**src/cld_pkg.sv**
```systemverilog
// ----------------------------------------------------------------------------
// cld_pkg
// Types and constants shared by the camera link frame decoder modules.
// ----------------------------------------------------------------------------
package cld_pkg;

  // frame store depth and derived widths
  localparam int FRAME_MAX = 6;
  localparam int IDX_W     = $clog2(FRAME_MAX);
  localparam int CNT_W     = $clog2(FRAME_MAX + 1);

  // classified-request queue
  localparam int QUEUE_DEPTH = 2;
  localparam int QUEUE_AW    = $clog2(QUEUE_DEPTH);
  localparam int QUEUE_CW    = $clog2(QUEUE_DEPTH + 1);

  localparam int BYTE_W = 8;
  localparam int COORD_W = 9;
  localparam int OUT_W  = 40;

  // register reset values
  localparam logic [BYTE_W-1:0] HEAD_RESET = 8'd10;
  localparam logic [BYTE_W-1:0] TAIL_RESET = 8'd0;

  // mode command characters
  localparam logic [BYTE_W-1:0] CHAR_L = 8'h4C;
  localparam logic [BYTE_W-1:0] CHAR_R = 8'h52;
  localparam logic [BYTE_W-1:0] CHAR_D = 8'h44;
  localparam logic [BYTE_W-1:0] CHAR_F = 8'h46;

  localparam logic [BYTE_W-1:0] DETECT_FOUND = 8'd1;

  typedef enum logic [1:0] {
    OP_BYTE = 2'd0,
    OP_MODE = 2'd1,
    OP_UART = 2'd2
  } op_t;

  typedef enum logic [0:0] {
    CFG_HEAD = 1'b0,
    CFG_TAIL = 1'b1
  } cfg_reg_t;

  typedef enum logic [1:0] {
    MODE_RESET  = 2'd0,
    MODE_DETECT = 2'd1,
    MODE_LOCATE = 2'd2,
    MODE_PUT    = 2'd3
  } mode_t;

  typedef enum logic [2:0] {
    KIND_HEAD,
    KIND_TAIL,
    KIND_DATA,
    KIND_MODE,
    KIND_IDLE
  } kind_t;

  typedef struct packed {
    kind_t             kind;
    logic [BYTE_W-1:0] value;
  } item_t;

  typedef struct packed {
    logic [BYTE_W-1:0]  send_byte;
    logic               send_valid;
    logic               overflow;
    logic               frame_done;
    mode_t              current_mode;
    logic               detected;
    logic [BYTE_W-1:0]  picture_number;
    logic [COORD_W-1:0] coord_y;
    logic [COORD_W-1:0] coord_x;
  } result_t;

endpackage

```
**src/cld_front.sv**
```systemverilog
// ----------------------------------------------------------------------------
// cld_front
// Holds the head/tail registers and classifies each incoming request.
// ----------------------------------------------------------------------------
module cld_front import cld_pkg::*; (
  input  logic              clk,
  input  logic              rst_n,
  input  logic              cfg_wr_en,
  input  logic [0:0]        cfg_index,
  input  logic [BYTE_W-1:0] cfg_wdata,
  input  logic [1:0]        op,
  input  logic [BYTE_W-1:0] value,
  output item_t             item
);

  logic [BYTE_W-1:0] head_r;
  logic [BYTE_W-1:0] tail_r;

  always_ff @(posedge clk) begin
    if (!rst_n) begin
      head_r <= HEAD_RESET;
      tail_r <= TAIL_RESET;
    end else if (cfg_wr_en) begin
      unique case (cfg_reg_t'(cfg_index))
        CFG_HEAD: head_r <= cfg_wdata;
        CFG_TAIL: tail_r <= cfg_wdata;
      endcase
    end
  end

  // head wins over tail when both match
  always_comb begin
    item.value = value;
    unique case (op_t'(op))
      OP_BYTE: begin
        if (value == head_r)      item.kind = KIND_HEAD;
        else if (value == tail_r) item.kind = KIND_TAIL;
        else                      item.kind = KIND_DATA;
      end
      OP_MODE: item.kind = KIND_MODE;
      default: item.kind = KIND_IDLE;
    endcase
  end

endmodule

```
**src/cld_queue.sv**
```systemverilog
// ----------------------------------------------------------------------------
// cld_queue
// Small first-word-fall-through queue of classified requests.
// ----------------------------------------------------------------------------
module cld_queue import cld_pkg::*; (
  input  logic  clk,
  input  logic  rst_n,
  input  logic  push,
  input  item_t push_item,
  input  logic  pop,
  output logic  full,
  output logic  not_empty,
  output item_t head_item
);

  item_t               slot_r [QUEUE_DEPTH];
  logic [QUEUE_AW-1:0] wr_ptr_r, wr_ptr_nxt;
  logic [QUEUE_AW-1:0] rd_ptr_r, rd_ptr_nxt;
  logic [QUEUE_CW-1:0] count_r, count_nxt;

  assign full      = (count_r == QUEUE_CW'(QUEUE_DEPTH));
  assign not_empty = (count_r != '0);
  assign head_item = slot_r[rd_ptr_r];

  always_comb begin
    wr_ptr_nxt = wr_ptr_r;
    rd_ptr_nxt = rd_ptr_r;
    count_nxt  = count_r;
    if (push) wr_ptr_nxt = (wr_ptr_r == QUEUE_AW'(QUEUE_DEPTH - 1)) ? '0
                                                                  : wr_ptr_r + 1'b1;
    if (pop)  rd_ptr_nxt = (rd_ptr_r == QUEUE_AW'(QUEUE_DEPTH - 1)) ? '0
                                                                  : rd_ptr_r + 1'b1;
    if (push && !pop)      count_nxt = count_r + 1'b1;
    else if (pop && !push) count_nxt = count_r - 1'b1;
  end

  always_ff @(posedge clk) begin
    if (!rst_n) begin
      wr_ptr_r <= '0;
      rd_ptr_r <= '0;
      count_r  <= '0;
    end else begin
      wr_ptr_r <= wr_ptr_nxt;
      rd_ptr_r <= rd_ptr_nxt;
      count_r  <= count_nxt;
    end
  end

  always_ff @(posedge clk) begin
    if (push) slot_r[wr_ptr_r] <= push_item;
  end

endmodule

```
**src/cld_back.sv**
```systemverilog
// ----------------------------------------------------------------------------
// cld_back
// Deframing, frame decode and result register.
// ----------------------------------------------------------------------------
module cld_back import cld_pkg::*; (
  input  logic    clk,
  input  logic    rst_n,
  input  logic    q_not_empty,
  input  item_t   q_item,
  output logic    q_pop,
  input  logic    res_ready,
  output logic    res_valid,
  output result_t res
);

  logic               cap_r, cap_nxt;
  logic [IDX_W-1:0]   cnt_r, cnt_nxt;
  logic [BYTE_W-1:0]  store_r [FRAME_MAX];
  mode_t              mode_r, mode_nxt;
  logic [COORD_W-1:0] x_r, x_nxt;
  logic [COORD_W-1:0] y_r, y_nxt;
  logic [BYTE_W-1:0]  pic_r, pic_nxt;
  logic               found_r, found_nxt;
  logic               res_valid_r, res_valid_nxt;
  result_t            res_r, res_nxt;

  logic               wr_en;
  logic [CNT_W-1:0]   cnt_inc;
  logic               done, ovf, sv;
  logic [BYTE_W-1:0]  sb;
  logic [COORD_W-1:0] x_scaled, y_scaled;

  assign q_pop     = q_not_empty && (!res_valid_r || res_ready);
  assign res_valid = res_valid_r;
  assign res       = res_r;

  // byte * 1.5 truncated = b + (b >> 1)
  assign x_scaled = {1'b0, store_r[2]} + {2'b00, store_r[2][BYTE_W-1:1]};
  assign y_scaled = {1'b0, store_r[3]} + {2'b00, store_r[3][BYTE_W-1:1]};
  assign cnt_inc  = CNT_W'(cnt_r) + CNT_W'(1);

  always_comb begin
    cap_nxt   = cap_r;
    cnt_nxt   = cnt_r;
    mode_nxt  = mode_r;
    x_nxt     = x_r;
    y_nxt     = y_r;
    pic_nxt   = pic_r;
    found_nxt = found_r;
    done      = 1'b0;
    ovf       = 1'b0;
    sv        = 1'b0;
    sb        = '0;
    wr_en     = 1'b0;

    unique case (q_item.kind)
      KIND_HEAD: cap_nxt = 1'b1;
      KIND_TAIL: begin
        done    = 1'b1;
        cap_nxt = 1'b0;
        cnt_nxt = '0;
        unique case (mode_r)
          MODE_LOCATE: begin
            x_nxt = x_scaled;
            y_nxt = y_scaled;
          end
          MODE_DETECT: begin
            if (store_r[1] == DETECT_FOUND) begin
              x_nxt     = x_scaled;
              y_nxt     = y_scaled;
              found_nxt = 1'b1;
              mode_nxt  = MODE_RESET;
              sv        = 1'b1;
              sb        = CHAR_R;
            end
          end
          MODE_PUT: begin
            x_nxt   = x_scaled;
            y_nxt   = y_scaled;
            pic_nxt = store_r[4];
          end
          MODE_RESET: ;
        endcase
      end
      KIND_MODE: begin
        sv = 1'b1;
        sb = q_item.value;
        unique case (q_item.value)
          CHAR_L:  mode_nxt = MODE_LOCATE;
          CHAR_R:  mode_nxt = MODE_RESET;
          CHAR_D:  mode_nxt = MODE_DETECT;
          CHAR_F:  mode_nxt = MODE_PUT;
          default: mode_nxt = mode_r;
        endcase
      end
      default: ;
    endcase

    // store while capturing; a tail byte has already closed capture
    if ((q_item.kind == KIND_HEAD || q_item.kind == KIND_DATA) && cap_nxt) begin
      wr_en = 1'b1;
      if (cnt_inc >= CNT_W'(FRAME_MAX)) begin
        ovf     = 1'b1;
        cnt_nxt = '0;
        cap_nxt = 1'b0;
      end else begin
        cnt_nxt = cnt_inc[IDX_W-1:0];
      end
    end

    res_nxt.coord_x        = x_nxt;
    res_nxt.coord_y        = y_nxt;
    res_nxt.picture_number = pic_nxt;
    res_nxt.detected       = found_nxt;
    res_nxt.current_mode   = mode_nxt;
    res_nxt.frame_done     = done;
    res_nxt.overflow       = ovf;
    res_nxt.send_valid     = sv;
    res_nxt.send_byte      = sb;

    if (q_pop)          res_valid_nxt = 1'b1;
    else if (res_ready) res_valid_nxt = 1'b0;
    else                res_valid_nxt = res_valid_r;
  end

  always_ff @(posedge clk) begin
    if (!rst_n) begin
      cap_r       <= 1'b0;
      cnt_r       <= '0;
      mode_r      <= MODE_RESET;
      x_r         <= '0;
      y_r         <= '0;
      pic_r       <= '0;
      found_r     <= 1'b0;
      res_valid_r <= 1'b0;
      for (int i = 0; i < FRAME_MAX; i++) store_r[i] <= '0;
    end else begin
      res_valid_r <= res_valid_nxt;
      if (q_pop) begin
        cap_r   <= cap_nxt;
        cnt_r   <= cnt_nxt;
        mode_r  <= mode_nxt;
        x_r     <= x_nxt;
        y_r     <= y_nxt;
        pic_r   <= pic_nxt;
        found_r <= found_nxt;
        if (wr_en) store_r[cnt_r] <= q_item.value;
      end
    end
  end

  always_ff @(posedge clk) begin
    if (q_pop) res_r <= res_nxt;
  end

endmodule

```
**src/camera_link_frame_decoder_core.sv**
```systemverilog
// ----------------------------------------------------------------------------
// camera_link_frame_decoder_core
// Deframes camera link bytes and decodes position / picture frames.
// ----------------------------------------------------------------------------
// Usage:
//   in_*  : one request per transfer. in_tuser is the op (0 received byte,
//           1 mode command, 2/3 no effect), in_tdata the byte or mode char.
//   out_* : exactly one result per request, in order, 40-bit tdata.
//   cfg_* : head byte (index 0) and tail byte (index 1); the user writes
//           them only while the block is idle (not enforced); no read-back.
// Path: an accepted request is written into the request queue, then decoded
//   into the result register when popped, which raises out_tvalid.
// Throughput: one request per cycle while results are taken; the back end
//   updates all state for one request at once.
// Reset: synchronous; head = 10, tail = 0, frame store, count, mode,
//   coordinates, picture number and detect flag all cleared.
// Stall: a held result stays in the output register; the two-entry
//   request queue keeps taking input until it fills, then in_tready drops.
// ----------------------------------------------------------------------------
module camera_link_frame_decoder_core import cld_pkg::*; (
  input  logic              clk,
  input  logic              rst_n,
  // configuration
  input  logic              cfg_wr_en,
  input  logic [0:0]        cfg_index,
  input  logic [BYTE_W-1:0] cfg_wdata,
  // request channel
  input  logic              in_tvalid,
  output logic              in_tready,
  input  logic [BYTE_W-1:0] in_tdata,   // [7:0] value
  input  logic [1:0]        in_tuser,   // [1:0] op
  // result channel
  output logic              out_tvalid,
  input  logic              out_tready,
  output logic [OUT_W-1:0]  out_tdata   // [8:0] coord_x, [17:9] coord_y,
                                        // [25:18] picture_number, [26] detected,
                                        // [28:27] current_mode, [29] frame_done,
                                        // [30] overflow, [31] send_valid,
                                        // [39:32] send_byte
);

  item_t   front_item;   // classified request from the front end
  item_t   q_item;
  logic    q_full, q_not_empty, q_pop, push;
  result_t res;

  assign in_tready = !q_full;
  assign push      = in_tvalid && in_tready;

  cld_front u_front (
    .clk       (clk),
    .rst_n     (rst_n),
    .cfg_wr_en (cfg_wr_en),
    .cfg_index (cfg_index),
    .cfg_wdata (cfg_wdata),
    .op        (in_tuser),
    .value     (in_tdata),
    .item      (front_item)
  );

  // decouples acceptance from the decode/result stage
  cld_queue u_queue (
    .clk       (clk),
    .rst_n     (rst_n),
    .push      (push),
    .push_item (front_item),
    .pop       (q_pop),
    .full      (q_full),
    .not_empty (q_not_empty),
    .head_item (q_item)
  );

  cld_back u_back (
    .clk         (clk),
    .rst_n       (rst_n),
    .q_not_empty (q_not_empty),
    .q_item      (q_item),
    .q_pop       (q_pop),
    .res_ready   (out_tready),
    .res_valid   (out_tvalid),
    .res         (res)
  );

  // result_t packs send_byte at the top and coord_x at the bottom
  assign out_tdata = res;

endmodule

```
**config.mk**
```make
export PLATFORM = sky130hd
export DESIGN_NAME = camera_link_frame_decoder_core
export DESIGN_NICKNAME = d
export VERILOG_FILES = /design/src/cld_pkg.sv /design/src/cld_front.sv /design/src/cld_queue.sv /design/src/cld_back.sv /design/src/camera_link_frame_decoder_core.sv
export SDC_FILE = /design/constraint.sdc
export NUM_CORES = 1
export LEC_CHECK = 0
export BUFFER_PORTS_ARGS = -buffer_cell sky130_fd_sc_hd__buf_2
export CAP_MARGIN = 20
export CORE_ASPECT_RATIO = 1.5
export CORE_UTILIZATION = 50
export DETAILED_ROUTE_END_ITERATION = 16
export GPL_TIMING_DRIVEN = 0
export PLACE_DENSITY_LB_ADDON = 0.05
export SYNTH_ARGS = -nofsm -noshare
export SYNTH_HDL_FRONTEND = slang
export SYNTH_SLANG_ARGS = --single-unit
```
**constraint.sdc**
```tcl
create_clock -name clk -period 8.05 [get_ports clk]
set_input_delay 0.4025 -clock clk [delete_from_list [all_inputs] [get_ports clk]]
set_output_delay 0.4025 -clock clk [all_outputs]
set_load 0.01 [all_outputs]
```
=== Word-level counts from Yosys, hierarchy flattened ===
Memories as Yosys holds them, arrays and structs flattened. A register that Yosys moved wholly into a read port is not among the register bits.
Cells that the tools add are included.

* Word-level logic and storage cells: 121
* Memories: 2
* Flip-flop bits (word level): 94
* Input port bits: 24
* Bits in writable memories: 70

{| class="wikitable"
|+ Memory list
! memory !! depth !! width !! read ports !! clocked after Yosys merged registers in !! wr ports !! line !! source
|-
| u_back.store_r || 6 || 8 || 4 || 0 || 6 || cld_back.sv:18 || <nowiki>logic [BYTE_W-1:0] store_r [FRAME_MAX];</nowiki>
|-
| u_queue.slot_r || 2 || 11 || 1 || 1 || 1 || cld_queue.sv:16 || <nowiki>item_t slot_r [QUEUE_DEPTH];</nowiki>
|}

* Reduce and logical (&&, ||, !) cells: 22
* Multiplexer cells: 51
* Bitwise operators: 1
* Eq/ne operators: 15
* Add/sub/neg operators: 7
* Order comparisons: 1

{| class="wikitable"
|+ Operators with widths
! kind !! number
|-
| $mux W9 || 4
|-
| $pmux W9 S2 || 2
|-
| $eq A8 B7 Y1 const B || 4
|-
| $mux W8 || 4
|-
| $mux W1 || 24
|-
| $add A8 B7 Y9 || 2
|-
| $eq A8 B8 Y1 || 2
|-
| $pmux W8 S2 || 1
|-
| $mux W3 || 5
|-
| $mux W2 || 5
|-
| $eq A8 B1 Y1 const B || 1
|-
| $pmux W2 S4 || 1
|-
| $reduce_bool A2 Y1 || 4
|-
| $reduce_or A8 Y1 || 1
|-
| $mux W7 || 1
|-
| $eq A2 B2 Y1 const B || 3
|-
| $eq A3 B2 Y1 const B || 2
|-
| $pmux W3 S2 || 1
|-
| $reduce_and A2 Y1 || 3
|-
| $logic_and A1 B1 Y1 || 5
|-
| $eq A2 B1 Y1 const B || 2
|-
| $logic_not A1 Y1 || 4
|-
| $pmux W1 S2 || 2
|-
| $pmux W2 S2 || 1
|-
| other kinds (11) || 13
|}

=== Logic depth before layout (Yosys ltp) ===
* Depth in word-level cells: 10
* Mapped depth: 9

=== Modules after synthesis ===
Synthesis repeated with hierarchy kept, for this count alone.

* Cells, all modules: 602
* Area, all modules: 6994.2 um^2

{| class="wikitable"
|+ By module, submodules not included
! module !! seq. area each (um^2) !! area each (um^2) !! cells each !! instances
|-
| cld_back || 2842.7 || 5099.9 || 437 || 1
|-
| cld_queue || 760.7 || 1011.0 || 56 || 1
|-
| cld_front || 320.3 || 873.3 || 107 || 1
|-
| camera_link_frame_decoder_core || 0.0 || 10.0 || 2 || 1
|}

=== Least setup slack after synthesis ===
Ideal clock, no wire load.

* Kind: register to register
* Start: register u_back.res_valid_r (netlist: u_back.res_valid)
* End: register u_back.res_r (netlist bit u_back.res[0]), enable pin
* Data required time: 7.630 ns
* Stages on the path, launching flop included: 6
* Arrival: 2.166 ns
* Path buffers: 2
* Setup slack: 5.464 ns
* Cell sequence: dfxtp_1 nor2b_1 or2_1 buf_6 clkinv_4 clkbuf_1

* Word-level cells in the longest chain between the ends: 3

{| class="wikitable"
|+ RTL lines
! what !! line !! source
|-
| from (decl) || cld_back.sv:24 || <nowiki>logic res_valid_r, res_valid_nxt;</nowiki>
|-
| from (signal assigned) || cld_back.sv:138 || <nowiki>res_valid_r <= res_valid_nxt;</nowiki>
|-
| $logic_not A1 Y1 || cld_back.sv:33 || <nowiki>assign q_pop = q_not_empty && (!res_valid_r || res_ready);</nowiki>
|-
| $logic_or A1 B1 Y1 || cld_back.sv:33 ||
|-
| $logic_and A1 B1 Y1 || cld_back.sv:33 ||
|-
| net q_pop || camera_link_frame_decoder_core.sv:44 || <nowiki>logic q_full, q_not_empty, q_pop, push;</nowiki>
|-
| to (signal assigned) || cld_back.sv:153 || <nowiki>if (q_pop) res_r <= res_nxt;</nowiki>
|-
| to (decl) || cld_back.sv:25 || <nowiki>result_t res_r, res_nxt;</nowiki>
|}

The timed path passes the listed nets, and every way through them passes these cells.
A chain may end at the register's enable or synchronous reset.

==> results.sh <==
export IMPL_async_flop_share_pct=0
export IMPL_first_pass_iters=10
export IMPL_drive_above_1_share_pct=23.5
export IMPL_ys_warn_count=0
export IMPL_avgSynthCellArea_um2=11.5
export IMPL_synth_seq_area_share_pct=56.8
export IMPL_gp_congestion=0.886
export IMPL_grt_pass1_vias=4730
export IMPL_vias=4805
export IMPL_holdPathStages=3
export IMPL_violations="design-rule violations"
export IMPL_min_to="u_front.head_r[3]"
export IMPL_viasPerCell=5.58
export IMPL_grt_setup_unrepaired="false"
export IMPL_slowest_delay_ps=790
export IMPL_ir_worst_vdd_v=0.000169
export IMPL_worst_path_max_fanout=10
export IMPL_path_clk_slew_ps=60
export IMPL_clock_sinks=149
export IMPL_wire_per_inst_um=17.7
export IMPL_synthCells=600
export IMPL_overflow=0
export IMPL_timing_hold_ws_ps=212
export IMPL_layout_commonest_cell="edfxtp_1"
export IMPL_hold_violations=0
export IMPL_power_per_cell_area_nw_per_um2=289
export IMPL_row_count=52
export IMPL_ioPinCount=66
export IMPL_reg2reg_slack_ps=5310
export IMPL_nets=731
export IMPL_finalCriticalPeriod_ps=2740
export IMPL_antenna_left=0
export IMPL_synthFlopType="edfxtp_1"
export IMPL_cap_violations=0
export IMPL_drtIter0Drc=230
export IMPL_core_area_um2=13500
export IMPL_yosysTopAreaCellShare_pct=40.9
export IMPL_synth_cell_area_um2=6910
export IMPL_antenna_found_initial=0
export IMPL_start_util_pct=51.3
export IMPL_die_x_um=98.0
export IMPL_cp_slowest_cell="mux2i_1"
export IMPL_cts_root_buf="clkbuf_16"
export IMPL_timing_final_max_slew_violations=0
export IMPL_r2r_end="u_back.res[28]"
export IMPL_clock_fmax_ghz=0.365
export IMPL_finalWirelength_um=15200
export IMPL_htree_levels=4
export IMPL_path_buf_inv=1
export IMPL_ys_types=72
export IMPL_cts_tree="done"
export IMPL_cts_buffers=17
export IMPL_remaining_drc_errors=1
export IMPL_hold_path_startpoint="cfg_wdata[3]"
export IMPL_die_h_um=146
export IMPL_fin_util_pct=59.4
export IMPL_grt_max_degree=27
export IMPL_grt_pass1_wl_um=24000
export IMPL_p_leak_nw=3.07
export IMPL_post_route_period_util_pct=34.1
export IMPL_hold_buffers=0
export IMPL_worst_ep_arrival_time_ps=2910
export IMPL_synth_seq_cells=149
export IMPL_final_cell_mix="edfxtp_1, buf_2, nand2_1"
export IMPL_grt_usage_pct=22.4
export IMPL_slew_headroom_pct=35.5
export IMPL_setup_tns_ps=0
export IMPL_hpwl_um=11300
export IMPL_place_inst=828
export IMPL_synth_edf_count=94
export IMPL_portBuffers=65
export IMPL_tightest_slew_ps=940
export IMPL_path_cells="buf_6, mux2i_1, o21ai_1, a21o_1, a21oi_1, mux2_2"
export IMPL_hold_class="input pin to flop"
export IMPL_num_antenna_cells=0
export IMPL_stdcell_count=861
export IMPL_setup_viol=0
export IMPL_area_growth_pct=15.8
export IMPL_end_kind="flop"
export IMPL_synth_area_leaders="edfxtp_1, dfxtp_1, ha_1, nand2_1, xor2_1"
export IMPL_startpoint_type="flop"
export IMPL_path_class="flop to flop"
export IMPL_post_cts_buffers=0
export IMPL_crit_family="multiplexers"
export IMPL_synth_nets=645
export IMPL_fin_skew_ps=11.3
export IMPL_status="finished with violations"
export IMPL_cts_buffer_depth=2
export IMPL_clock_latency_ps=420
export IMPL_cts_resized_gates=0
export IMPL_crit_required_ps=8220
export IMPL_reg2reg_depth=6
export IMPL_synth_largest_area_cell="edfxtp_1"
export IMPL_die_area_um2=14300
report_power, final:
| group | switching (W) | internal, W |
|---|---|---|
| clock | 0.000324 | 0.000395 |
| sequential | 0.0000577 | 0.000997 |
| combinational | 0.000323 | 0.000212 |
| total | 0.000705 | 0.00160 |
state kept, by name (all words and copies together) (netlist names), named ones only:
register          cells
u_back.res           40
u_back.found_r        1
u_back.y_r            9
u_back.store_r       32
u_queue.wr_ptr_r      1
u_back.pic_r          8
u_queue.count_r       2
u_queue.slot_r       22
u_queue.rd_ptr_r      1
u_front.tail_r        8
u_front.head_r        8
u_back.mode_r         2
u_back.cnt_r          3
u_back.x_r            9
u_back.cap_r          1
u_back.res_valid      1
cell usage after synthesis (5+ instances only):
master    number
nand3_1       21
nor2b_1        6
mux2_2        12
mux2i_1       11
ha_1          19
xnor2_1        5
edfxtp_1      94
nor2_1        52
o21ai_0       22
nor2_2         5
or2_2          7
dfxtp_1       55
a21o_1         6
a21oi_1       38
inv_1         13
o21ba_2        8
nor4_1         6
xor2_1        26
nor3_1        15
buf_6          8
nand2_1       61
mux2_4         7
clkbuf_1      13
metrics by stage:
step | setup WS, ps | instance area, µm² | total power (W)
detailed placement | 5330 | 7460 | 0.00161
global placement | 4710 | 7430 | 0.00159
finish | 5310 | 8000 | 0.00231
CTS | 5290 | 7990 | 0.00233
floorplan | 5460 | 6910 | 0.00140
global route | 5160 | 8000 | 0.00241
metal layers:
| metal | global-route usage (%) | part of all wire [%] |
|---|---|---|
| met5 | 0 | 0 |
| met4 | 12.0 | 3.6 |
| met3 | 4.32 | 3.4 |
| met2 | 42.6 | 56 |
| met1 | 22.4 | 37 |
layout make-up:
type | instances | area (µm²)
Clock buffer | 18 | 429
Fill cell | 1149 | 5470
Clock inverter | 14 | 103
Sequential cell | 149 | 3920
Multi-Input combinational cell | 408 | 2740
Buffer | 29 | 185
Tap cell | 162 | 203
Inverter | 14 | 57.6
Timing Repair Buffer | 67 | 353
worst register-to-register path, stage by stage (launching register included):
cell and delay, ps:
dfxtp_1 410, buf_6 180, mux2i_1 790, o21ai_1 330, a21o_1 270, a21oi_1 170
mux2_2 350
worst max path at each step:
stage                                 from               to  slack (ps)  cells after the start
final                                 flop   u_back.res[28]        5310                      6
after CTS                             flop   u_back.res[28]        5290                      6
after floorplan           u_back.res_valid    u_back.res[0]        5460                      5
after global routing                  flop   u_back.res[28]        5160                      6
after detailed placement              flop   u_back.res[28]        5330                      6
after global placement          out_tready  u_back.pic_r[6]        4710                      8
logic make-up after synthesis:
kind of cell | synth area share, %
AO/OA/AOI/OAI | 11.0
XOR/XNOR | 3.93
adder cells (fa/ha/maj) | 4.02
buffers and inverters | 3.50
flip-flops | 56.8
multiplexers | 5.07
AND/OR/NAND/NOR | 15.7
(Power assumes the default switching activity.)
